$ cat config.mk
export PLATFORM = sky130hd
export DESIGN_NAME = qte_sqrt_cell
export DESIGN_NICKNAME = d
export VERILOG_FILES = /design/src/hdl/qte_pkg.sv /design/src/hdl/qte_sqrt_cell.sv
export SDC_FILE = /design/constraint.sdc
export NUM_CORES = 1
export LEC_CHECK = 0
export BUFFER_PORTS_ARGS = -buffer_cell sky130_fd_sc_hd__buf_2
export CAP_MARGIN = 5
export CORE_ASPECT_RATIO = 2
export CORE_MARGIN = 3
export CORE_UTILIZATION = 35
export CTS_CLUSTER_DIAMETER = 40
export CTS_CLUSTER_SIZE = 8
export DETAILED_ROUTE_END_ITERATION = 6
export HOLD_SLACK_MARGIN = 0.05
export SYNTH_ARGS = -nofsm -noshare
export SYNTH_HDL_FRONTEND = slang
export SYNTH_SLANG_ARGS = --single-unit
export TNS_END_PERCENT = 10
$ cat constraint.sdc
create_clock -name i_clk -period 20.9 [get_ports i_clk]
set_clock_uncertainty 0.15 [all_clocks]
set_input_delay 3.135 -clock i_clk [delete_from_list [all_inputs] [get_ports i_clk]]
set_output_delay 3.135 -clock i_clk [all_outputs]
set_load 0.02 [all_outputs]
$ cat src/hdl/qte_pkg.sv
`timescale 1ns / 1ps

package qte_pkg;

    // CORDIC depth and output angle resolution
    localparam int CORDIC_STAGES   = 16;
    localparam int ANGLE_FRAC_BITS = 6;

    // internal angle unit is 2^-ZFRAC degree
    localparam int ZFRAC      = 20;
    localparam int OUT_SHIFT  = ZFRAC - ANGLE_FRAC_BITS;
    localparam int QF         = 28;                 // matrix terms are Q28
    localparam int MW         = 36;                 // matrix term width
    localparam int AW         = QF + 2;             // saturated asin argument
    localparam int RW         = 2 * QF + 2;         // radicand / remainder
    localparam int SQRT_STEPS = QF + 1;             // one root bit per cell
    localparam int SW         = 5;                  // step index width
    localparam int XW         = 38;                 // CORDIC x/y width
    localparam int ZW         = 32;                 // CORDIC angle width

    localparam logic signed [MW-1:0] ONE_M   = MW'(64'sd1 <<< QF);
    localparam logic signed [AW-1:0] ONE_A   = AW'(64'sd1 <<< QF);
    localparam logic [RW-1:0]        RAD_ONE = RW'(1) << (2 * QF);

    localparam logic signed [ZW-1:0] DEG90  = ZW'(64'sd90 <<< ZFRAC);
    localparam logic signed [ZW-1:0] DEG180 = ZW'(64'sd180 <<< ZFRAC);
    localparam logic signed [ZW-1:0] HALF_LSB = ZW'(64'sd1 <<< (OUT_SHIFT - 1));

    localparam logic signed [ZW-1:0] ROLL_HI  = ZW'(64'sd360 <<< ANGLE_FRAC_BITS);
    localparam logic signed [ZW-1:0] PITCH_HI = ZW'(64'sd90 <<< ANGLE_FRAC_BITS);
    localparam logic signed [ZW-1:0] YAW_HI   = ZW'(64'sd180 <<< ANGLE_FRAC_BITS);

    // rotation-matrix terms and saturated asin argument
    typedef struct packed {
        logic signed [MW-1:0] m11;
        logic signed [MW-1:0] m12;
        logic signed [MW-1:0] m23;
        logic signed [MW-1:0] m33;
        logic signed [AW-1:0] a;
        logic                 clamped;
    } t_terms;

    // square-root cell payload
    typedef struct packed {
        t_terms          terms;
        logic [RW-1:0]   rem;
        logic [RW-1:0]   res;
    } t_root;

    // one CORDIC vector; fixed means z already holds the exact answer
    typedef struct packed {
        logic signed [XW-1:0] x;
        logic signed [XW-1:0] y;
        logic signed [ZW-1:0] z;
        logic                 fixed;
    } t_vec;

    typedef struct packed {
        t_vec roll;
        t_vec pitch;
        t_vec yaw;
        logic clamped;
    } t_rot;

    // atan(2^-i) in degrees, scaled by 2^20
    function automatic logic signed [ZW-1:0] atan_entry(input logic [SW-1:0] idx);
        logic signed [ZW-1:0] v;
        unique case (idx)
            5'd0:    v = 32'sd47185920;
            5'd1:    v = 32'sd27855475;
            5'd2:    v = 32'sd14718068;
            5'd3:    v = 32'sd7471121;
            5'd4:    v = 32'sd3750058;
            5'd5:    v = 32'sd1876857;
            5'd6:    v = 32'sd938658;
            5'd7:    v = 32'sd469357;
            5'd8:    v = 32'sd234682;
            5'd9:    v = 32'sd117342;
            5'd10:   v = 32'sd58671;
            5'd11:   v = 32'sd29335;
            5'd12:   v = 32'sd14668;
            5'd13:   v = 32'sd7334;
            5'd14:   v = 32'sd3667;
            5'd15:   v = 32'sd1833;
            5'd16:   v = 32'sd917;
            5'd17:   v = 32'sd458;
            5'd18:   v = 32'sd229;
            5'd19:   v = 32'sd115;
            5'd20:   v = 32'sd57;
            5'd21:   v = 32'sd29;
            5'd22:   v = 32'sd14;
            5'd23:   v = 32'sd7;
            default: v = '0;
        endcase
        return v;
    endfunction

endpackage

$ cat src/hdl/qte_sqrt_cell.sv
`timescale 1ns / 1ps

module qte_sqrt_cell (
    input  logic                   i_clk,
    input  logic                   i_rst_n,
    input  logic [qte_pkg::SW-1:0] i_step,
    input  logic                   i_valid,
    output logic                   o_ready,
    input  qte_pkg::t_root         i_data,
    output logic                   o_valid,
    input  logic                   i_ready,
    output qte_pkg::t_root         o_data
);

    logic                  r_valid;
    qte_pkg::t_root        r_data;
    qte_pkg::t_root        n_data;
    logic [qte_pkg::RW-1:0] bit_w;
    logic [qte_pkg::RW-1:0] trial;

    assign o_ready = !r_valid || i_ready;
    assign o_valid = r_valid;
    assign o_data  = r_data;

    // one root bit: subtract the trial value when it fits
    always_comb begin
        bit_w  = qte_pkg::RW'(1) << {i_step, 1'b0};
        trial  = i_data.res + bit_w;
        n_data = i_data;
        if (i_data.rem >= trial) begin
            n_data.rem = i_data.rem - trial;
            n_data.res = (i_data.res >> 1) + bit_w;
        end else begin
            n_data.res = i_data.res >> 1;
        end
    end

    always_ff @(posedge i_clk) begin
        if (!i_rst_n) begin
            r_valid <= 1'b0;
        end else if (o_ready) begin
            r_valid <= i_valid;
        end
    end

    always_ff @(posedge i_clk) begin
        if (o_ready && i_valid) r_data <= n_data;
    end

endmodule

==> metrics.cfg, run 1 <==
[critical_path]
path_buf_inv=3
critPathMaxFanout=91
slowest_stage=buf_4
rr_startpoint=o_valid
start_kind=input pin
crit_type=input pin to register
slowest_delay_ns=0.68
cp_top_family=compound AO/OA/AOI/OAI gates
crit_top_cell=a21oi_1
cp-end-kind=register
cp_data_arrival_time_ns=10.82
critical_path_required_ns=21.08
startpoint=i_step[2]

[power_and_ir_drop]
p_leak_nw=9.52
ir_worst_vdd_v=0.0000725
cellPowerDensity_mw_per_mm2=77.3
power.total_mw=1.81

[clocking]
clk_pin_slew_worst_paths_ns=0.05
max-clock-path-buffers=3
postCtsHoldBufs=0
clk_latency_ns=0.55
ctsResizeCount=0
clock_sinks=292
tritoncts=built
cts_buffers=45
post-cts-setup-buffer-count=0
cts_root_buf=clkbuf_16
cts_max_level=2

[timing]
relSlewSlack_pct=25.1
min_period_ns=10.64
clock.fmax_ghz=0.0940
rsz0062_at_grt=false
period_share_pct=50.9
slew_violations=0
setup_violations=0
final_hold_viol_count=0
worst_pin_slew_ns=1.12
timing.setup.tns_ns=0

[routing]
drtIter0Drc=1469
viasPerCell=5.74
postRouteAntennaNets=0
drt_pass1_iterations=7
via_count=17800
drcViolationCount=1
wl_per_cell_um=28.6
totalWireLength_mm=88.5

[layout]
area_delta_synth_final_pct=25.6
final_nets=2803
postLayoutCellArea_mm2=0.0234
drive_above_1_share_pct=29.4
final_cell_count_no_fill=3096

[synth]
async_flop_share_pct=0
synth.net_count=2251
synth_commonest_cells=edfxtp_1, nand2_1, nor2_1
synth_largest_area_cell=edfxtp_1
yosysMostFrequentCell=edfxtp_1
syn_area_per_cell_um2=10.1
syn_area_mm2=0.0186
yosys_warnings=0
syn_inst=1852
synth_edf_count=291
ys.flop_type=edfxtp_1
yosys_register_bits=292
ys_top_cells_by_area=edfxtp_1, ha_1, nand2_1, xnor2_1, xor2_1
seq_area_frac_synth_pct=47.0
synth_top_area_share_pct=46.9
ys_types=99

[floorplan]
top_level_ports=593
die_area_mm2=0.0562
row_count=119
chipWidth_um=169
die_h_um=332
initial_core_util_pct=35.3
core-area_mm2=0.0527

[global_route]
use_met3_pct=6.01
busiest_layer=met2
grt.total_usage_pct=30.2
grt_max_degree=176
grt.overflow.total=0
grt_antenna_before_repair=26
grt_pass1_wl_mm=123
grt_use_met1_pct=31.2
grt_pass1_vias=18200
grtUsageMet2_pct=56.4

[run_status]
outcome=finished, violations left
violations=design-rule violations

[placed_design]
post-dp-hpwl_mm=73.8
post-place-cells=3022
gp_congestion=0.992
portBuffers=592
postPlaceCellArea_mm2=0.0221

[hold_path]
worstHoldPathType=register to register
min-delay-start=o_valid

[flow_run]
max_cap_violations=0

-- worst reg2reg max path, delay by kind of cell (launching register included) --
| family | cells | cell delay (ns) |
|---|---|---|
| buffers and inverters | 1 | 0.66 |
| AND/OR/NAND/NOR | 2 | 0.77 |
| flip-flops | 1 | 0.31 |
-- where the power goes --
group          switching [mW]  total, mW  internal, mW
logic                   0.284      0.418         0.134
registers              0.0240      0.728         0.704
clock network           0.264      0.663         0.398
total                   0.572       1.81          1.24
-- layout by cell type (no fill, tap or decap), drive strengths merged, types with 20 or more instances in the layout --
cell type  synthesis  layout
a31oi             44      44
xnor2             99      99
and3              20      20
nand3             42      42
a21o              34      34
nor2             139     139
o21bai            20      20
a21oi            126     126
nand4             31      31
a31o              20      20
o21ai            144     144
inv               34      35
buf               32     598
xor2              77      77
ha                98      98
nand2            236     236
clkbuf            61      59
nor3              36      36
edfxtp           291     291
and2              20      20
-- layout make-up --
class	count	area [um^2]
diodes	6	15.0
clock buffers	59	1200
clock inverters	9	77.6
fillers	5230	29300
inverters	34	128
multi-input cells	1433	9360
flip-flops and latches	292	8760
well taps	665	832
repair buffers	598	3020
-- layer usage --
metal  vias up  wire, um
met3       234      6980
met1      8564     29400
met2       930     46500
li1       8039         -
met5         -        49
met4         8      5620
-- cells by family (layout without fill, tap and decap cells) --
group           after synthesis  after routing  share of synthesized area, %
buf+inv                     127            700                          2.78
compound gates              534            534                          18.8
xor+xnor                    176            176                          8.28
flops                       292            292                          47.0
simple gates                616            616                          16.0
other cells                   0              6                             0
fa+ha+maj                   104            104                          6.96
mux                           3              3                         0.175
-- sequential cells by signal, indices dropped and copies added, names as in the netlist --
| register | count |
|---|---|
| o_data | 291 |
| o_valid | 1 |
-- per-stage QoR --
step | setup WS, ns | utilization [%] | hold WS [ns]
floorplan | 10.04 | - | 0.600
global placement | 10.05 | 41.9 | 0.388
detailed placement | 9.87 | 41.9 | 0.386
CTS | 10.47 | 44.4 | 0.401
global route | 9.66 | 44.4 | 0.452
finish | 10.26 | 44.4 | 0.405
-- worst paths after layout --
check,endpoint,slack [ns],cells past startpoint
min reg2reg,o_valid,0.41,2
max,o_data[59],10.26,25
max reg2reg,o_data[20],18.29,3
min,o_valid,0.41,2
Note: power is estimated with default switching activity, not from simulation.
==> inputs of run 2 (changes only) <==
==> constraint.sdc (replaced) <==
create_clock -name i_clk -period 9.8 [get_ports i_clk]
set_clock_uncertainty 0.15 [all_clocks]
set_input_delay 1.47 -clock i_clk [delete_from_list [all_inputs] [get_ports i_clk]]
set_output_delay 1.47 -clock i_clk [all_outputs]
set_load 0.02 [all_outputs]
==> run 2 against run 1 <==
Effect of this change:
- the run now ends clean
- first-iteration DRC count down 1.9%
- setup slack worse by 8.9 ns
- core utilization about the same
- critical path depth down 3
- final cell count about the same
- clock power up 110%
- critical path type unchanged
==> metrics.cfg, run 2 (synthesis gave the netlist of run 1 again) <==
[timing]
period_share_pct=86.6
timing.setup.tns_ns=0  ; unchanged
clock.fmax_ghz=0.118
rsz0062_at_grt=false
relSlewSlack_pct=27.0  ; +1.9 points
min_period_ns=8.49
setup_violations=0  ; unchanged
final_hold_viol_count=0  ; unchanged
slew_violations=0  ; unchanged
worst_pin_slew_ns=1.09  ; -0.0286 ns
fin_ws_ns=1.31  ; -8.95 ns

[floorplan]
core-area_mm2=0.0527  ; unchanged
initial_core_util_pct=35.3  ; unchanged
chipWidth_um=169  ; unchanged
die_h_um=332  ; unchanged
die_area_mm2=0.0562  ; unchanged
row_count=119  ; unchanged
top_level_ports=593  ; unchanged

[hold_path]
min-delay-start=o_valid
min_to=o_valid
worstHoldPathType=register to register
hold_depth=2  ; unchanged

[layout]
area_delta_synth_final_pct=25.6  ; about the same
final_common_cell=buf_2
final_cell_mix=buf_2, edfxtp_1, nand2_1
fillCellCount=5293  ; +1.2%
largest_register_ffs=291  ; unchanged
multi_input_area_mm2=0.00936  ; unchanged
final_nets=2804  ; +0.036%
ff_latch_area_mm2=0.00876  ; unchanged
drive_above_1_share_pct=29.4  ; unchanged

[clocking]
tritoncts=built
cts_max_level=2  ; unchanged
ctsResizeCount=0  ; unchanged
clock_sinks=292  ; unchanged
max-clock-path-buffers=3  ; unchanged
cts_root_buf=clkbuf_16
clk_pin_slew_worst_paths_ns=0.05  ; about the same
post-cts-setup-buffer-count=0  ; unchanged
postCtsHoldBufs=0  ; unchanged
cts_buffers=44  ; -2.2%
clk_latency_ns=0.56  ; about the same

[critical_path]
critical_path_required_ns=9.97  ; -11.11 ns
critPathMaxFanout=42  ; -54%
r2r-end=o_data[18]
cp_data_arrival_time_ns=8.66  ; -2.16 ns
reg2reg_depth=3  ; unchanged
crit_type=input pin to register
rr_startpoint=o_valid
reg2reg_slack_ns=7.21  ; -11.08 ns
start_kind=input pin
cp-end-kind=register

[power_and_ir_drop]
p_leak_nw=9.53  ; about the same
cellPowerDensity_mw_per_mm2=164  ; +110%
ir_worst_vdd_v=0.000156  ; +120%

[run_status]
outcome=complete, no violations

[routing]
viasPerCell=5.70  ; -0.67%
drcViolationCount=0  ; -1
via_count=17700  ; -0.64%
totalWireLength_mm=87.6  ; -1.0%
wl_per_cell_um=28.3  ; -1.0%
drt_pass1_iterations=7  ; unchanged
postRouteAntennaNets=0  ; unchanged
drtIter0Drc=1441  ; -1.9%

[global_route]
grt_pass1_vias=18100  ; -0.71%
grt.total_usage_pct=29.9  ; -0.34 points
grt_max_degree=173  ; -1.7%
grt_pass1_wl_mm=123  ; -0.55%
grt_antenna_before_repair=24  ; -7.7%
grt.overflow.total=0  ; unchanged

[placed_design]
pre_cts_slack_ns=0.835  ; -9.03 ns
portBuffers=592  ; unchanged
gp_congestion=0.990  ; -0.16%
post-dp-hpwl_mm=73.1  ; -0.89%

[flow_run]
max_cap_violations=0  ; unchanged

## run 2: final cells by class
cell class / count / share of cell area, %
antenna: 7 / 0.0748
inverter: 34 / 0.545
clock buffer: 60 / 5.05
sequential: 292 / 37.4
timing repair buffer: 600 / 13.1
tap: 665 / 3.56
multi-input combinational: 1433 / 40.0
clock inverter: 6 / 0.278
## run 2: report_power, final
group	leakage, nW	switching, mW	internal, mW
registers	2.83	0.0524	1.50
logic	6.10	0.604	0.291
clock network	0.602	0.559	0.835
## run 2: worst max-delay path by stage
| stage | slack (ns) | end | cells after the start | start |
|---|---|---|---|---|
| 2_1_floorplan | 0.60 | o_data[0] | 2 | i_ready |
| 3_3_place_gp | 0.94 | o_data[0] | 22 | i_step[2] |
| 3_5_place_dp | 0.84 | o_data[0] | 22 | i_step[2] |
| 4_1_cts | 1.43 | o_data[0] | 22 | i_step[2] |
| 5_1_grt | 0.92 | o_data[0] | 22 | i_step[2] |
| 6_report | 1.31 | o_data[0] | 22 | i_step[2] |
## run 2: per-stage QoR
stage	hold WS, ns	cell area [um^2]	util, %	power, mW	cells
global route	0.457	23400	44.4	3.99	3092
CTS	0.426	23400	44.4	3.88	3090
floorplan	0.600	18600	-	2.10	1852
global placement	0.388	22100	42.0	2.46	3024
finish	0.443	23400	44.4	3.84	3097
detailed placement	0.410	22100	42.0	2.47	3024
## run 2: routing by layer
metal | track usage (%) | share of wire [%] | vias to the layer above
li1 | - | - | 8028
met1 | 31.0 | 33 | 8442
met2 | 55.4 | 52 | 955
met3 | 6.19 | 8.5 | 223
met4 | 15.8 | 6.1 | 14
met5 | 0 | 0.096 | -
## run 2: worst max-delay path, cell delays in order
cell      delay [ns]
buf_2           0.16
or2_1           0.53
nor2_1          0.35
ha_1            0.25
ha_1            0.22
a31oi_1         0.14
o21ai_0         0.48
a211oi_1        0.19
o31ai_1         0.40
a21oi_1         0.16
nor2b_1         0.15
xnor2_1         0.09
ha_1            0.42
nand3_1         0.13
nor4_1          0.33
nor2b_1         0.54
nand4_1         0.34
a2111o_1        0.49
a21bo_1         0.22
a21oi_1         0.26
or2_2           0.85
mux2_2          0.42
==> inputs of run 3 (changes only) <==
==> constraint.sdc (replaced) <==
create_clock -name i_clk -period 10.48 [get_ports i_clk]
set_clock_uncertainty 0.15 [all_clocks]
set_input_delay 1.572 -clock i_clk [delete_from_list [all_inputs] [get_ports i_clk]]
set_output_delay 1.572 -clock i_clk [all_outputs]
set_load 0.02 [all_outputs]
==> run 3 against run 2 <==
Effect of this change:
- sequential power shrank 6%
- register-to-register slack gained 0.71 ns
- count of clock-buffer cells in the layout grew 1
- critical endpoint is now o_data[74]
- highest routed layer unchanged
==> metrics.cfg, run 3 (synthesis gave the netlist of run 1 again) <==
[timing]
min_period_ns=8.39
slew_violations=0  ; unchanged
period_share_pct=80.0
timing.setup.tns_ns=0  ; unchanged
worst_pin_slew_ns=1.18  ; +0.0831 ns
worst_hold_slack_ns=0.431  ; -0.0114 ns
final_hold_viol_count=0  ; unchanged
relSlewSlack_pct=21.5  ; -5.5 points
rsz0062_at_grt=false
clock.fmax_ghz=0.119
setup_violations=0  ; unchanged

[clocking]
tritoncts=built
clock_sinks=292  ; unchanged
ctsResizeCount=0  ; unchanged
post-cts-setup-buffer-count=0  ; unchanged
postCtsHoldBufs=0  ; unchanged
max-clock-path-buffers=3  ; unchanged
cts_root_buf=clkbuf_16
clk_latency_ns=0.57  ; about the same
cts_max_level=2  ; unchanged
cts_buffers=48  ; +9.1%
clk_pin_slew_worst_paths_ns=0.05  ; about the same

[layout]
final_cell_mix=buf_2, edfxtp_1, nand2_1
final_nets=2808  ; +0.14%
final_common_cell=buf_2
area_delta_synth_final_pct=26.5
drive_above_1_share_pct=29.8  ; +0.34 points
largest_register_ffs=291  ; unchanged

[routing]
drcViolationCount=0  ; unchanged
drt_pass1_iterations=7  ; unchanged
totalWireLength_mm=88.3  ; +0.74%
viasPerCell=5.71  ; +0.14%
via_count=17700  ; +0.46%
drtIter0Drc=1311  ; -9.0%
wl_per_cell_um=28.4  ; +0.41%
postRouteAntennaNets=0  ; unchanged

[floorplan]
core-area_mm2=0.0527  ; unchanged
die_h_um=332  ; unchanged
row_count=119  ; unchanged
initial_core_util_pct=35.3  ; unchanged
top_level_ports=593  ; unchanged
chipWidth_um=169  ; unchanged
die_area_mm2=0.0562  ; unchanged

[global_route]
grt_antenna_before_repair=29  ; +21%
grt.total_usage_pct=30.0  ; +0.16 points
busiest_layer=met2
grt_pass1_wl_mm=123  ; +0.15%
grtUsageMet2_pct=56.2  ; +0.78 points
use_met3_pct=5.78  ; -0.42 points
grt.overflow.total=0  ; unchanged
grt_pass1_vias=18200  ; +0.64%
grt_max_degree=184  ; +6.4%
grt_use_met1_pct=31.1  ; about the same

[critical_path]
slowest_delay_ns=0.63  ; -0.22 ns
crit_top_cell=ha_1
crit_type=input pin to register
crit_chain=buf_2 > or2_1 > nor2_1 > ha_1 > ha_1 > a31oi_1 > o21ai_0 > a31o_2 > a41o_1 > a21oi_1 > o21bai_1 > a31o_2 > a21o_1 > xnor2_1 > ha_1 > and2_1 > and3_1 > nand2_1 > nor4_1 > a311oi_1 > a21oi_1 > nor2_4 > buf_4 > o21ai_0
cp-end-kind=register
critPathMaxFanout=64  ; +52%
start_kind=input pin
critical_path_required_ns=10.55  ; +0.58 ns
cp_data_arrival_time_ns=8.46  ; -0.20 ns
slowest_stage=or2_1

[power_and_ir_drop]
p_sw_mw=1.17  ; -3.4%
p_comb_share_pct=22.3  ; -1.0 points
ir_worst_vdd_v=0.000109  ; -30%
clkPwrFrac_pct=38.9  ; +2.6 points
cellPowerDensity_mw_per_mm2=159  ; -3.2%
p_int_mw=2.57  ; -2.1%
p_leak_nw=9.61  ; +0.89%
p_sw_share_pct=31.3  ; -0.28 points
pwr-share-seq_pct=38.8  ; -1.6 points

[placed_design]
gp_congestion=0.995  ; +0.52%
post-dp-hpwl_mm=73.5  ; +0.43%
portBuffers=592  ; unchanged

[flow_run]
max_cap_violations=0  ; unchanged

[run_status]
outcome=complete, no violations

[hold_path]
worstHoldPathType=register to register

==> run 3: worst max-delay path, delay by kind of cell <==
family | cells | cell delay, ns
compound gates | 11 | 3.21
simple gates | 7 | 1.55
fa+ha+maj | 3 | 0.91
buf+inv | 2 | 0.81
xor+xnor | 1 | 0.35
==> run 3: cell type report <==
type | instances | area [um^2]
Tap cell | 665 | 832
Sequential cell | 292 | 8760
Antenna cell | 8 | 20.0
Fill cell | 5230 | 29100
Inverter | 34 | 128
Clock buffer | 61 | 1270
Clock inverter | 14 | 165
Timing Repair Buffer | 600 | 3040
Multi-Input combinational cell | 1433 | 9360
==> run 3: stage by stage <==
stage	util [%]	cell area [um^2]	power [mW]	cells	worst slack, ns
after global routing	44.7	23600	3.88	3099	1.72
after floorplan	-	18600	1.97	1852	1.18
after CTS	44.7	23600	3.77	3099	2.15
after detailed placement	42.0	22100	2.31	3024	1.55
after global placement	42.0	22100	2.30	3024	1.53
final	44.7	23600	3.75	3107	2.09
==> run 3: power by group through the flow <==
stage | logic (mW) | clock network [mW] | registers (mW)
after floorplan | 0.391 | 0 | 1.58
after global placement | 0.831 | 0 | 1.47
after detailed placement | 0.834 | 0 | 1.47
after CTS | 0.838 | 1.48 | 1.45
after global routing | 0.893 | 1.53 | 1.46
final | 0.836 | 1.46 | 1.45
==> run 3: metal layers <==
metal	vias up	part of all wire, %
met1	8478	33
met5	-	0.12
met2	970	52
met3	250	8.2
li1	8030	-
met4	16	6.3
==> run 3: final timing paths <==
| check | start | depth (start not counted) | end | slack (ns) |
|---|---|---|---|---|
| hold reg to reg | o_valid | 2 | o_valid | 0.43 |
| hold / removal | o_valid | 2 | o_valid | 0.43 |
| setup reg to reg | o_valid | 3 | o_data[35] | 7.92 |
| setup / recovery | i_step[1] | 24 | o_data[74] | 2.09 |
