===== config.mk =====
export PLATFORM = sky130hd
export DESIGN_NAME = qte_prep
export DESIGN_NICKNAME = d
export VERILOG_FILES = /design/src/hdl/qte_pkg.sv /design/src/hdl/qte_prep.sv
export SDC_FILE = /design/constraint.sdc
export NUM_CORES = 1
export LEC_CHECK = 0
export BUFFER_PORTS_ARGS = -buffer_cell sky130_fd_sc_hd__buf_2
export CAP_MARGIN = 20
export CORE_AREA = 2 2 240 242
export DETAILED_ROUTE_END_ITERATION = 8
export DIE_AREA = 0 0 242 244
export PLACE_DENSITY = 0.48
export SLEW_MARGIN = 0
export SYNTH_ARGS = -nofsm -noshare
export SYNTH_HDL_FRONTEND = slang
export SYNTH_SLANG_ARGS = --single-unit

===== constraint.sdc =====
create_clock -name i_clk -period 15.1 [get_ports i_clk]
set_input_delay 1.51 -clock i_clk [delete_from_list [all_inputs] [get_ports i_clk]]
set_output_delay 1.51 -clock i_clk [all_outputs]
set_load 0.1 [all_outputs]

===== src/hdl/qte_pkg.sv =====
`timescale 1ns / 1ps

package qte_pkg;

    // CORDIC depth and output angle resolution
    localparam int CORDIC_STAGES   = 16;
    localparam int ANGLE_FRAC_BITS = 6;

    // internal angle unit is 2^-ZFRAC degree
    localparam int ZFRAC      = 20;
    localparam int OUT_SHIFT  = ZFRAC - ANGLE_FRAC_BITS;
    localparam int QF         = 28;                 // matrix terms are Q28
    localparam int MW         = 36;                 // matrix term width
    localparam int AW         = QF + 2;             // saturated asin argument
    localparam int RW         = 2 * QF + 2;         // radicand / remainder
    localparam int SQRT_STEPS = QF + 1;             // one root bit per cell
    localparam int SW         = 5;                  // step index width
    localparam int XW         = 38;                 // CORDIC x/y width
    localparam int ZW         = 32;                 // CORDIC angle width

    localparam logic signed [MW-1:0] ONE_M   = MW'(64'sd1 <<< QF);
    localparam logic signed [AW-1:0] ONE_A   = AW'(64'sd1 <<< QF);
    localparam logic [RW-1:0]        RAD_ONE = RW'(1) << (2 * QF);

    localparam logic signed [ZW-1:0] DEG90  = ZW'(64'sd90 <<< ZFRAC);
    localparam logic signed [ZW-1:0] DEG180 = ZW'(64'sd180 <<< ZFRAC);
    localparam logic signed [ZW-1:0] HALF_LSB = ZW'(64'sd1 <<< (OUT_SHIFT - 1));

    localparam logic signed [ZW-1:0] ROLL_HI  = ZW'(64'sd360 <<< ANGLE_FRAC_BITS);
    localparam logic signed [ZW-1:0] PITCH_HI = ZW'(64'sd90 <<< ANGLE_FRAC_BITS);
    localparam logic signed [ZW-1:0] YAW_HI   = ZW'(64'sd180 <<< ANGLE_FRAC_BITS);

    // rotation-matrix terms and saturated asin argument
    typedef struct packed {
        logic signed [MW-1:0] m11;
        logic signed [MW-1:0] m12;
        logic signed [MW-1:0] m23;
        logic signed [MW-1:0] m33;
        logic signed [AW-1:0] a;
        logic                 clamped;
    } t_terms;

    // square-root cell payload
    typedef struct packed {
        t_terms          terms;
        logic [RW-1:0]   rem;
        logic [RW-1:0]   res;
    } t_root;

    // one CORDIC vector; fixed means z already holds the exact answer
    typedef struct packed {
        logic signed [XW-1:0] x;
        logic signed [XW-1:0] y;
        logic signed [ZW-1:0] z;
        logic                 fixed;
    } t_vec;

    typedef struct packed {
        t_vec roll;
        t_vec pitch;
        t_vec yaw;
        logic clamped;
    } t_rot;

    // atan(2^-i) in degrees, scaled by 2^20
    function automatic logic signed [ZW-1:0] atan_entry(input logic [SW-1:0] idx);
        logic signed [ZW-1:0] v;
        unique case (idx)
            5'd0:    v = 32'sd47185920;
            5'd1:    v = 32'sd27855475;
            5'd2:    v = 32'sd14718068;
            5'd3:    v = 32'sd7471121;
            5'd4:    v = 32'sd3750058;
            5'd5:    v = 32'sd1876857;
            5'd6:    v = 32'sd938658;
            5'd7:    v = 32'sd469357;
            5'd8:    v = 32'sd234682;
            5'd9:    v = 32'sd117342;
            5'd10:   v = 32'sd58671;
            5'd11:   v = 32'sd29335;
            5'd12:   v = 32'sd14668;
            5'd13:   v = 32'sd7334;
            5'd14:   v = 32'sd3667;
            5'd15:   v = 32'sd1833;
            5'd16:   v = 32'sd917;
            5'd17:   v = 32'sd458;
            5'd18:   v = 32'sd229;
            5'd19:   v = 32'sd115;
            5'd20:   v = 32'sd57;
            5'd21:   v = 32'sd29;
            5'd22:   v = 32'sd14;
            5'd23:   v = 32'sd7;
            default: v = '0;
        endcase
        return v;
    endfunction

endpackage


===== src/hdl/qte_prep.sv =====
`timescale 1ns / 1ps

module qte_prep (
    input  logic           i_clk,
    input  logic           i_rst_n,
    input  logic           i_valid,
    output logic           o_ready,
    input  qte_pkg::t_root i_data,
    output logic           o_valid,
    input  logic           i_ready,
    output qte_pkg::t_rot  o_data
);

    logic                          r_valid;
    qte_pkg::t_rot                 r_data;
    qte_pkg::t_rot                 n_data;
    logic signed [qte_pkg::XW-1:0] cos_x;

    // axis cases are exact; left half-plane is folded by +/-180
    function automatic qte_pkg::t_vec vec_init(input logic signed [qte_pkg::XW-1:0] y,
                                               input logic signed [qte_pkg::XW-1:0] x);
        qte_pkg::t_vec v;
        v.x     = x;
        v.y     = y;
        v.z     = '0;
        v.fixed = 1'b0;
        priority if (y == 0) begin
            v.fixed = 1'b1;
            v.z     = (x < 0) ? qte_pkg::DEG180 : '0;
        end else if (x == 0) begin
            v.fixed = 1'b1;
            v.z     = (y > 0) ? qte_pkg::DEG90 : -qte_pkg::DEG90;
        end else if (x < 0) begin
            v.z = (y > 0) ? qte_pkg::DEG180 : -qte_pkg::DEG180;
            v.x = -x;
            v.y = -y;
        end else begin
            // right half-plane goes to the rotations as it is
            v.fixed = 1'b0;
        end
        return v;
    endfunction

    assign o_ready = !r_valid || i_ready;
    assign o_valid = r_valid;
    assign o_data  = r_data;

    always_comb begin
        cos_x          = signed'(i_data.res[qte_pkg::XW-1:0]);
        n_data.roll    = vec_init(qte_pkg::XW'(i_data.terms.m23), qte_pkg::XW'(i_data.terms.m33));
        n_data.pitch   = vec_init(qte_pkg::XW'(i_data.terms.a), cos_x);
        n_data.yaw     = vec_init(qte_pkg::XW'(i_data.terms.m12), qte_pkg::XW'(i_data.terms.m11));
        n_data.clamped = i_data.terms.clamped;
    end

    always_ff @(posedge i_clk) begin
        if (!i_rst_n) begin
            r_valid <= 1'b0;
        end else if (o_ready) begin
            r_valid <= i_valid;
        end
    end

    always_ff @(posedge i_clk) begin
        if (o_ready && i_valid) r_data <= n_data;
    end

endmodule


==> results of run 1 <==
## kinds of logic after synthesis
kind of cell / synth area share [%]
flops: 56.7
simple gates: 14.5
other cells: 0.0282
buf+inv: 6.35
mux: 0.971
xor+xnor: 12.5
fa+ha+maj: 0.660
compound gates: 8.36
## registers in the layout, summed over array words and instances, names as in the netlist
register and cells:
o_data 250, o_valid 1
## power by group
| part | leakage [nW] | internal, mW | switching, mW |
|---|---|---|---|
| Combinational | 3.80 | 0.103 | 0.594 |
| Sequential | 2.44 | 0.838 | 0.0148 |
| Clock | 0.433 | 0.389 | 0.295 |
## final timing paths
| path | endpoint | startpoint | cells after the start | slack [ps] |
|---|---|---|---|---|
| worst max-delay path | o_data[163] | i_data[130] | 10 | 10700 |
| worst min-delay path | o_valid | o_valid | 2 | 570 |
| worst max register to register | o_data[108] | o_valid | 4 | 11910 |
| worst min register to register | o_valid | o_valid | 2 | 570 |
## critical path, delay by kind of cell
kind	cells	cell delay, ps
XOR/XNOR	1	180
AND/OR/NAND/NOR	5	2090
AO/OA/AOI/OAI	1	80
buffers and inverters	2	510
adder cells (fa/ha/maj)	1	340
## cells in the final DEF, fill, tap and decap left out, drive strengths merged, types with 3 or more instances in the layout
cell,netlist,routed
mux2,7,7
ha,7,7
nand3,39,39
nor2b,6,6
buf,88,493
nand2,52,52
nand2b,15,15
nor2,93,93
or3,26,26
inv,30,30
xor2,72,72
o41ai,12,12
diode,0,3
or2,12,12
o211ai,19,19
nor4,32,32
or4,25,25
conb,1,63
edfxtp,250,250
nor3,37,37
nand4b,5,5
nand3b,4,4
o21ai,40,40
a31oi,15,15
clkinv,0,10
mux2i,5,5
a21oi,49,49
and2,4,4
nand4,7,7
xnor2,117,117
o311ai,7,7
clkbuf,26,41
o31ai,20,20
## metal layers
layer / routed length, um / GRT usage (%) / share of wire [%]
met5: 13 / 0 / 0.030
met4: 1190 / 4.77 / 2.8
met3: 2890 / 3.30 / 6.7
met2: 21800 / 24.2 / 51
met1: 17000 / 15.7 / 40
## layout make-up
type | count | area share, %
timing repair buffer | 493 | 14.6
inverter | 30 | 0.658
tap | 756 | 5.52
multi-input combinational | 803 | 30.0
clock inverter | 12 | 0.489
antenna | 3 | 0.0438
sequential | 251 | 44.0
clock buffer | 41 | 4.75
## through the flow
step / setup WS (ps) / area, um2 / cells / hold slack, ps
floorplan: 6380 / 13500 / 1198 / 1610
global placement: 10090 / 16200 / 2333 / 515
detailed placement: 10060 / 16200 / 2333 / 557
CTS: 10670 / 17100 / 2386 / 566
global route: 10420 / 17100 / 2388 / 629
finish: 10700 / 17100 / 2389 / 566
==> out/results.ini, run 1 <==
[worst_setup_path]
path_cells=buf_2 -> or4_1 -> nor4_1 -> nand4_1 -> nor2_1 -> ha_1 -> nand2b_1 -> buf_4 -> a21oi_1 -> xor2_1
crit_arrival_ps=4710
cp_max_fo=18
slowest_delay_ps=690
cp_slowest_cell=nand2b_1
startpoint_type=input port
worstSetupPathType=in -> reg
worstSetupEndpointType=flop
worst_ep_required_time_ps=15420

[layout]
postLayoutCoreUtil_pct=30.5
area_growth_pct=29.0
fillCellCount=5893
multiInputGateArea_mm2=0.00514
drive_gt1_share_pct=34.6
finalNetCount=1911
area.sequential_mm2=0.00753

[clock_network]
clock_path_buffers=3
cts-buffers-inserted=30
post_cts_buffers=0
cts_resized=0
cts-root-buf=clkbuf_16
path_clk_slew_ps=60
clock-sinks=251
clk_latency_ps=570
cts_max_level=1
cts_tree=built
hold_buffers=0

[synth]
synthCells=1136
yosys.cell_count.top_type=edfxtp_1
async_flop_share_pct=0
ys.flop_type=edfxtp_1
synth_edf_count=250
synth-seq-cells=251
avgSynthCellArea_um2=11.7
synth_commonest_cells=250 x edfxtp_1, 117 x xnor2_1, 93 x nor2_1
synth_largest_area_cell=edfxtp_1
synthTopCellsByArea=edfxtp_1 57%, xnor2_1 7.7%, xor2_1 4.7%
ys_types=51
synth_warnings=0
netlist_area_mm2=0.0133
ys_seq_area_share_pct=56.7
synth_top_area_share_pct=56.5

[routing]
vias=10500
via_per_inst=4.40
firstDrtPassIters=4
ant_nets=0
wl_per_cell_um=17.9
drc=0
drt_iter0_drc=463
finalWirelength_um=42800

[timing]
finalSetupViolations=0
rsz0062_at_grt=false
worst_clock_skew_ps=7.68
relSlewSlack_pct=27.7
slew_viol_final=0
fin_tns_setup_ps=0
tightest_slew_ps=1070
finalCritPeriodShare_pct=29.1
finalHoldViolations=0
max_freq_ghz=0.227
period_needed_ps=4400

[floorplan]
core_mm2=0.0562
placementRows=87
fp.dieW_um=242
initial_core_util_pct=23.6
ioPinCount=625
die_h_um=244
floorplan.die_area_mm2=0.0590

[power_and_ir_drop]
ir_drop_v=0.0000795
fin_total_pwr_mw=2.23
power_density_mw_per_mm2=130
leakage_nw=6.66

[global_routing]
grt_max_degree=74
grt_pass1_wl_um=62600
grt_overflow_total=0
antenna_found_initial=3
grtUsageTotal_pct=13.5
grt_pass1_vias=10100

[outcome]
status=complete, no violations

[hold_path]
holdCritPathClass=reg -> reg

[flow_run]
cap_viol_max_count=0

[place]
dp_hpwl_um=32900
gp_congestion=0.861
place.port_buffers=483

Power figures use the tool's default switching activity.
==> run 2: changes to the inputs <==
Settings changed: CORE_AREA 2 2 240 242 to 2 2 243 245, DIE_AREA 0 0 242 244 to 0 0 245 247, PLACE_DENSITY 0.48 to 0.47.
Clock period 15.1 ns to 4.3 ns, I/O delays scaled along.
==> run 2 against run 1 <==
Net effect:
- first-iteration DRC count is 26% higher
- global-route usage is 0.30 points higher
- critical path depth is 1 lower
- clock skew is 3.4 ps higher
- register-to-register slack worse by 9600 ps
- routed wire length is 4.1% higher
- combinational power grew to 3.5 times the previous value
- total power grew to 3.5 times the previous value
- worst hold slack worse by 520 ps
- count of clock-buffer cells in the layout is 8 lower
- final cell count is 0.92% higher
- sequential share of layout area is 0.18 points lower
- largest cell class unchanged
==> out/results.ini, run 2 (synthesis results as in run 1) <==
[hold_path]
worst_hold_path.endpoint=o_data[0]  ; was o_valid
hp-start=i_data[116]  ; was o_valid
holdCritPathClass=in -> reg  ; was reg -> reg
min_path_cells=1  ; was 2

[flow_run]
cap_viol_max_count=0  ; unchanged

[clock_network]
clock-sinks=251  ; unchanged
hold_buffers=0  ; unchanged
post_cts_buffers=0  ; unchanged
cts_tree=built  ; unchanged
cts_max_level=1  ; unchanged
clk_latency_ps=570  ; about the same
clock_path_buffers=3  ; unchanged
cts_resized=0  ; unchanged
cts-root-buf=clkbuf_16  ; unchanged
path_clk_slew_ps=60  ; about the same
cts-buffers-inserted=29  ; was 30

[place]
place.port_buffers=483  ; unchanged
dp_hpwl_um=35500  ; was 32,900 um
dpl_cell_area_mm2=0.0163  ; was 0.0162 mm2
gp_congestion=0.871  ; was 0.861
dp_slack_ps=820  ; was 10,060 ps

[layout]
finalNetCount=1919  ; was 1,911
area_growth_pct=29.5  ; was 29.0%
multiInputGateArea_mm2=0.00514  ; unchanged
final_area_mm2=0.0172  ; was 0.0171 mm2
layout_commonest_cell=buf_2  ; unchanged
area.sequential_mm2=0.00753  ; unchanged
drive_gt1_share_pct=35.1  ; was 34.6%
largest_reg_flops=250  ; unchanged
postLayoutCoreUtil_pct=29.5  ; was 30.5%
fillCellCount=6089  ; was 5,893
layout_common_cells=483 x buf_2, 250 x edfxtp_1, 117 x xnor2_1  ; unchanged

[worst_setup_path]
slowest_delay_ps=730  ; was 690 ps
cp_max_fo=51  ; was 18
r2r_setup_slack_ps=2290  ; was 11,910 ps
worst_ep_required_time_ps=4620  ; was 15,420 ps
crit_buf_inv=3  ; was 2
path_cells=buf_2 -> inv_1 -> ha_1 -> or4b_2 -> nor4_1 -> nand4_1 -> buf_4 -> nand2_1 -> mux2_2  ; was buf_2 -> or4_1 -> nor4_1 -> nand4_1 -> nor2_1 -> ha_1 -> nand2b_1 -> buf_4 -> a21oi_1 -> xor2_1
startpoint_type=input port  ; unchanged
crit_arrival_ps=3240  ; was 4710 ps
cp_top_family=simple AND/OR/NAND/NOR gates  ; unchanged
worstSetupEndpointType=flop  ; unchanged
cp_slowest_cell=or4b_2  ; was nand2b_1
r2r-end=o_data[320]  ; was o_data[108]
worstSetupPathType=in -> reg  ; unchanged
reg2reg_depth=3  ; was 4
reg2reg_from=o_valid  ; unchanged

[global_routing]
grt_max_degree=54  ; was 74
grt_pass1_vias=10200  ; was 10,100
antenna_found_initial=6  ; was 3
grt_pass1_wl_um=63700  ; was 62,600 um
grtUsageTotal_pct=13.8  ; was 13.5%
grt_overflow_total=0  ; unchanged

[floorplan]
floorplan.die_area_mm2=0.0605  ; was 0.0590 mm2
initial_core_util_pct=22.8  ; was 23.6%
ioPinCount=625  ; unchanged
die_h_um=247  ; was 244 um
placementRows=89  ; was 87
fp.dieW_um=245  ; was 242 um
core_mm2=0.0582  ; was 0.0562 mm2

[power_and_ir_drop]
p_int_mw=4.59  ; was 1.33 mW
seqPwrFrac_pct=38.6  ; was 38.2%
swShare_pct=40.8  ; was 40.4%
power_density_mw_per_mm2=451  ; was 130 mW/mm2
clkPwrFrac_pct=29.5  ; was 30.6%
ir_drop_v=0.000309  ; was 0.0000795 V
p_sw_mw=3.17  ; was 0.904 mW
leakage_nw=6.70  ; was 6.66 nW
fin_total_pwr_mw=7.76  ; was 2.23 mW
combPwrFrac_pct=31.9  ; was 31.2%

[timing]
slew_viol_final=0  ; unchanged
relSlewSlack_pct=37.9  ; was 27.7%
period_needed_ps=2920
max_freq_ghz=0.342
finalSetupViolations=0  ; unchanged
rsz0062_at_grt=false  ; unchanged
worst_clock_skew_ps=11.0  ; was 7.68 ps
finalHoldViolations=0  ; unchanged
tightest_slew_ps=924  ; was 1070 ps
finalCritPeriodShare_pct=68.0
fin_ws_ps=1380  ; was 10,700 ps
fin_tns_setup_ps=0  ; unchanged

[routing]
ant_nets=0  ; unchanged
drc=0  ; unchanged
vias=10600  ; was 10,500
drt_iter0_drc=582  ; was 463
via_per_inst=4.39  ; was 4.40
finalWirelength_um=44600  ; was 42,800 um
firstDrtPassIters=5  ; was 4
wl_per_cell_um=18.5  ; was 17.9 um

[outcome]
status=complete, no violations  ; unchanged

[run 2: changes by cell type in the layout (fill, tap and decap cells not counted), sizes merged]
| cell | previous run | this run |
|---|---|---|
| buf | 493 | 502 |
| clkbuf | 41 | 33 |
| clkinv | 10 | 14 |
[run 2: layout make-up]
class                   count  area share [%]
diodes                      3          0.0437
clock buffers              33            4.31
clock inverters            16           0.575
inverters                  30           0.655
multi-input cells         803            29.9
flip-flops and latches    251            43.8
well taps                 773            5.62
repair buffers            502            15.1
[run 2: routing by layer]
layer | vias to the layer above | routed length, um | global-route usage [%]
met2 | 415 | 22300 | 24.4
met1 | 5110 | 17200 | 16.1
met5 | - | 27 | 0
met4 | 4 | 1030 | 4.04
li1 | 5005 | - | -
met3 | 62 | 3980 | 4.31
[run 2: worst reg2reg max path, delay by kind of cell, from the launching register on]
kind | cells | cell delay (ps)
buffers and inverters | 1 | 510
flip-flops | 1 | 310
AND/OR/NAND/NOR | 2 | 860
[run 2: worst max-delay path by stage]
| stage | slack (ps) | end | cells after the start | from |
|---|---|---|---|---|
| after floorplan | 400 | o_data[0] | 2 | o_valid |
| after global placement | 900 | o_data[35] | 9 | i_data[219] |
| after detailed placement | 820 | o_data[73] | 9 | i_data[219] |
| after CTS | 1450 | o_data[73] | 9 | i_data[219] |
| after global routing | 1280 | o_data[176] | 10 | i_data[139] |
| final | 1380 | o_data[73] | 9 | i_data[219] |
[run 2: power groups by stage]
stage	clock network (mW)	logic, mW	registers, mW
after CTS	2.37	2.49	3.00
after floorplan	0	0.705	4.38
final	2.29	2.47	3.00
after global placement	0	2.48	3.05
after global routing	2.45	2.57	3.01
after detailed placement	0	2.49	3.05
[run 2: stage by stage]
stage          hold slack, ps  instances
6_report                 48.9       2411
5_1_grt                  20.9       2411
4_1_cts                  9.16       2408
3_5_place_dp              564       2359
3_3_place_gp              557       2359
2_1_floorplan             529       1198
==> run 3: changes to the inputs <==
Settings changed: ABC_AREA set to 1, CORE_AREA 2 2 243 245 to 2 2 246 248, DIE_AREA 0 0 245 247 to 0 0 248 250, PLACE_DENSITY 0.47 to 0.52.
Clock period 4.3 ns to 2.8 ns, I/O delays scaled along.
==> run 3 against run 2 <==
Net effect:
- register-to-register slack worse by 1000 ps
- first-iteration DRC count is 44% higher
- routed wire length is 27% higher
- clock skew hardly changed
- die area is 2.5% higher
- setup slack worse by 1200 ps
==> out/results.ini, run 3 <==
[timing]
finalHoldViolations=0  ; unchanged
rsz0062_at_grt=true  ; was false
period_needed_ps=2630
finalCritPeriodShare_pct=94.1
worst_clock_skew_ps=11.2  ; was 11.0 ps
relSlewSlack_pct=48.4  ; was 37.9%
slew_viol_final=0  ; unchanged
tightest_slew_ps=773  ; was 924 ps
max_freq_ghz=0.380
finalSetupViolations=0  ; unchanged

[power_and_ir_drop]
clkPwrFrac_pct=33.6  ; was 29.5%
fin_total_pwr_mw=12.8  ; was 7.76 mW
leakage_nw=9.71  ; was 6.70 nW
combPwrFrac_pct=30.5  ; was 31.9%
swShare_pct=40.2  ; was 40.8%
power_density_mw_per_mm2=619  ; was 451 mW/mm2
ir_drop_v=0.000553  ; was 0.000309 V
p_sw_mw=5.13  ; was 3.17 mW
seqPwrFrac_pct=35.9  ; was 38.6%
p_int_mw=7.62  ; was 4.59 mW

[floorplan]
initial_core_util_pct=27.4  ; was 22.8%
die_h_um=250  ; was 247 um
core_mm2=0.0596  ; was 0.0582 mm2
ioPinCount=625  ; unchanged
fp.dieW_um=248  ; was 245 um
floorplan.die_area_mm2=0.0620  ; was 0.0605 mm2
placementRows=90  ; was 89

[global_routing]
use_met1_pct=22.4  ; was 16.1%
grt-busiest-layer=met2  ; unchanged
grt_util_met3_pct=4.19  ; was 4.31%
grt_overflow_total=0  ; unchanged
met2_usage_pct=29.2  ; was 24.4%
grt_pass1_wl_um=85000  ; was 63,700 um
grt_max_degree=107  ; was 54
grt_pass1_vias=14900  ; was 10,200
grtUsageTotal_pct=17.6  ; was 13.8%
antenna_found_initial=10  ; was 6

[clock_network]
cts-buffers-inserted=34  ; was 29
cts_max_level=2  ; was 1
clk_latency_ps=530  ; was 570 ps
path_clk_slew_ps=60  ; about the same
clock_path_buffers=3  ; unchanged
post_cts_buffers=0  ; unchanged
clock-sinks=251  ; unchanged
cts-root-buf=clkbuf_16  ; unchanged
cts_tree=built  ; unchanged

[layout]
layout_common_cells=624 x nand2_1, 483 x buf_2, 303 x nor2_1  ; was 483 x buf_2, 250 x edfxtp_1, 117 x xnor2_1
final_area_mm2=0.0206  ; was 0.0172 mm2
finalNetCount=2930  ; was 1,919
area_growth_pct=26.3  ; was 29.5%
drive_gt1_share_pct=23.0  ; was 35.1%
largest_reg_flops=250  ; unchanged
layout_commonest_cell=nand2_1  ; was buf_2

[place]
dp_hpwl_um=44700  ; was 35,500 um
place.port_buffers=483  ; unchanged
dpl_cell_area_mm2=0.0194  ; was 0.0163 mm2
gp_congestion=0.936  ; was 0.871

[synth]
async_flop_share_pct=0  ; unchanged
synth-seq-cells=251  ; unchanged
synthCells=2131  ; was 1,136
ys_types=45  ; was 51
synth_largest_area_cell=edfxtp_1  ; unchanged
synth_top_area_share_pct=46.0  ; was 56.5%
synthTopCellsByArea=edfxtp_1 46%, nand2_1 14%, nor2_1 7.0%  ; was edfxtp_1 57%, xnor2_1 7.7%, xor2_1 4.7%
synth_edf_count=250  ; unchanged
ys_seq_area_share_pct=46.1  ; was 56.7%
avgSynthCellArea_um2=7.66  ; was 11.7 um2
synth_commonest_cells=624 x nand2_1, 304 x nor2_1, 257 x inv_1  ; was 250 x edfxtp_1, 117 x xnor2_1, 93 x nor2_1
synth_warnings=0  ; unchanged
ys.flop_type=edfxtp_1  ; unchanged
netlist_area_mm2=0.0163  ; was 0.0133 mm2
yosys.cell_count.top_type=nand2_1  ; was edfxtp_1

[worst_setup_path]
worstSetupEndpointType=flop  ; unchanged
cp_max_fo=15  ; was 51
crit_arrival_ps=2910  ; was 3240 ps
worstSetupPathType=in -> reg  ; unchanged
startpoint_type=input port  ; unchanged
worst_ep_required_time_ps=3080  ; was 4620 ps

[routing]
wl_per_cell_um=16.5  ; was 18.5 um
drt_iter0_drc=839  ; was 582
finalWirelength_um=56700  ; was 44,600 um
firstDrtPassIters=5  ; unchanged
vias=15600  ; was 10,600
drc=0  ; unchanged
ant_nets=0  ; unchanged
via_per_inst=4.53  ; was 4.39

[flow_run]
cap_viol_max_count=0  ; unchanged

[outcome]
status=complete, no violations  ; unchanged

[hold_path]
holdCritPathClass=in -> reg  ; unchanged

## run 3: cell type report
cell class / instances / area (um2)
well taps: 782 / 978
repair buffers: 525 / 2790
inverters: 267 / 1000
diodes: 4 / 10.0
flip-flops and latches: 251 / 7530
clock inverters: 19 / 181
clock buffers: 39 / 891
fillers: 6399 / 39000
multi-input cells: 1549 / 7220
## run 3: metal layers
metal,routed length (um),share of wire [%],vias up
met2,26700,47,490
li1,-,-,7754
met3,4130,7.3,89
met1,24300,43,7209
met4,1480,2.6,10
met5,62,0.11,-
## run 3: final timing paths
kind,end,from,depth (start not counted),slack (ps)
max,o_data[216],i_data[117],16,170
min reg2reg,o_valid,o_valid,2,530
max reg2reg,o_data[144],o_valid,2,1280
min,o_data[52],i_data[237],3,50
## run 3: power groups by stage
stage | Combinational (mW) | Clock (mW) | Sequential [mW]
final | 3.88 | 4.29 | 4.58
after global routing | 4.08 | 4.57 | 4.60
after detailed placement | 3.88 | 0 | 4.66
after floorplan | 1.25 | 0 | 6.57
after CTS | 3.89 | 4.44 | 4.59
after global placement | 3.87 | 0 | 4.65
## run 3: critical path, cell delays in order
cell and delay (ps):
dlygate4sd3_1 530, buf_2 130, inv_1 70, ha_1 170, nand3_1 110, inv_1 90, nand4_1 140, inv_1 110
nand2_1 100, nor4_2 240, ha_2 300, nor2_4 100, buf_4 210, nand2_1 120, nand2_1 70, xor2_1 150
## run 3: per-stage QoR
step	hold slack [ps]	setup TNS, ps	setup WS (ps)	util (%)	std cells
6_report	45.3	0	166	34.6	3436
5_1_grt	32.4	-144	-47.8	34.6	3436
4_1_cts	4.36	0	94.8	34.6	3432
3_5_place_dp	478	0	65.0	32.6	3365
3_3_place_gp	477	0	84.4	32.6	3365
2_1_floorplan	379	-582300	-2330	-	2193
## run 3: logic make-up after synthesis
kind of cell / synth area share [%]
adders and majority gates: 0.537
xor gates and xnor gates: 5.64
AOI/OAI and AO/OA: 4.90
and+or+nand+nor: 31.6
DFF: 46.1
other: 0.0230
buffers and inverters: 11.2
## run 3: what timing repair did
action	4_1_cts	5_1_grt
endpoints found under the setup margin	0	65
hold endpoints to repair	9	0
hold buffers	9	0
resized for setup	0	2
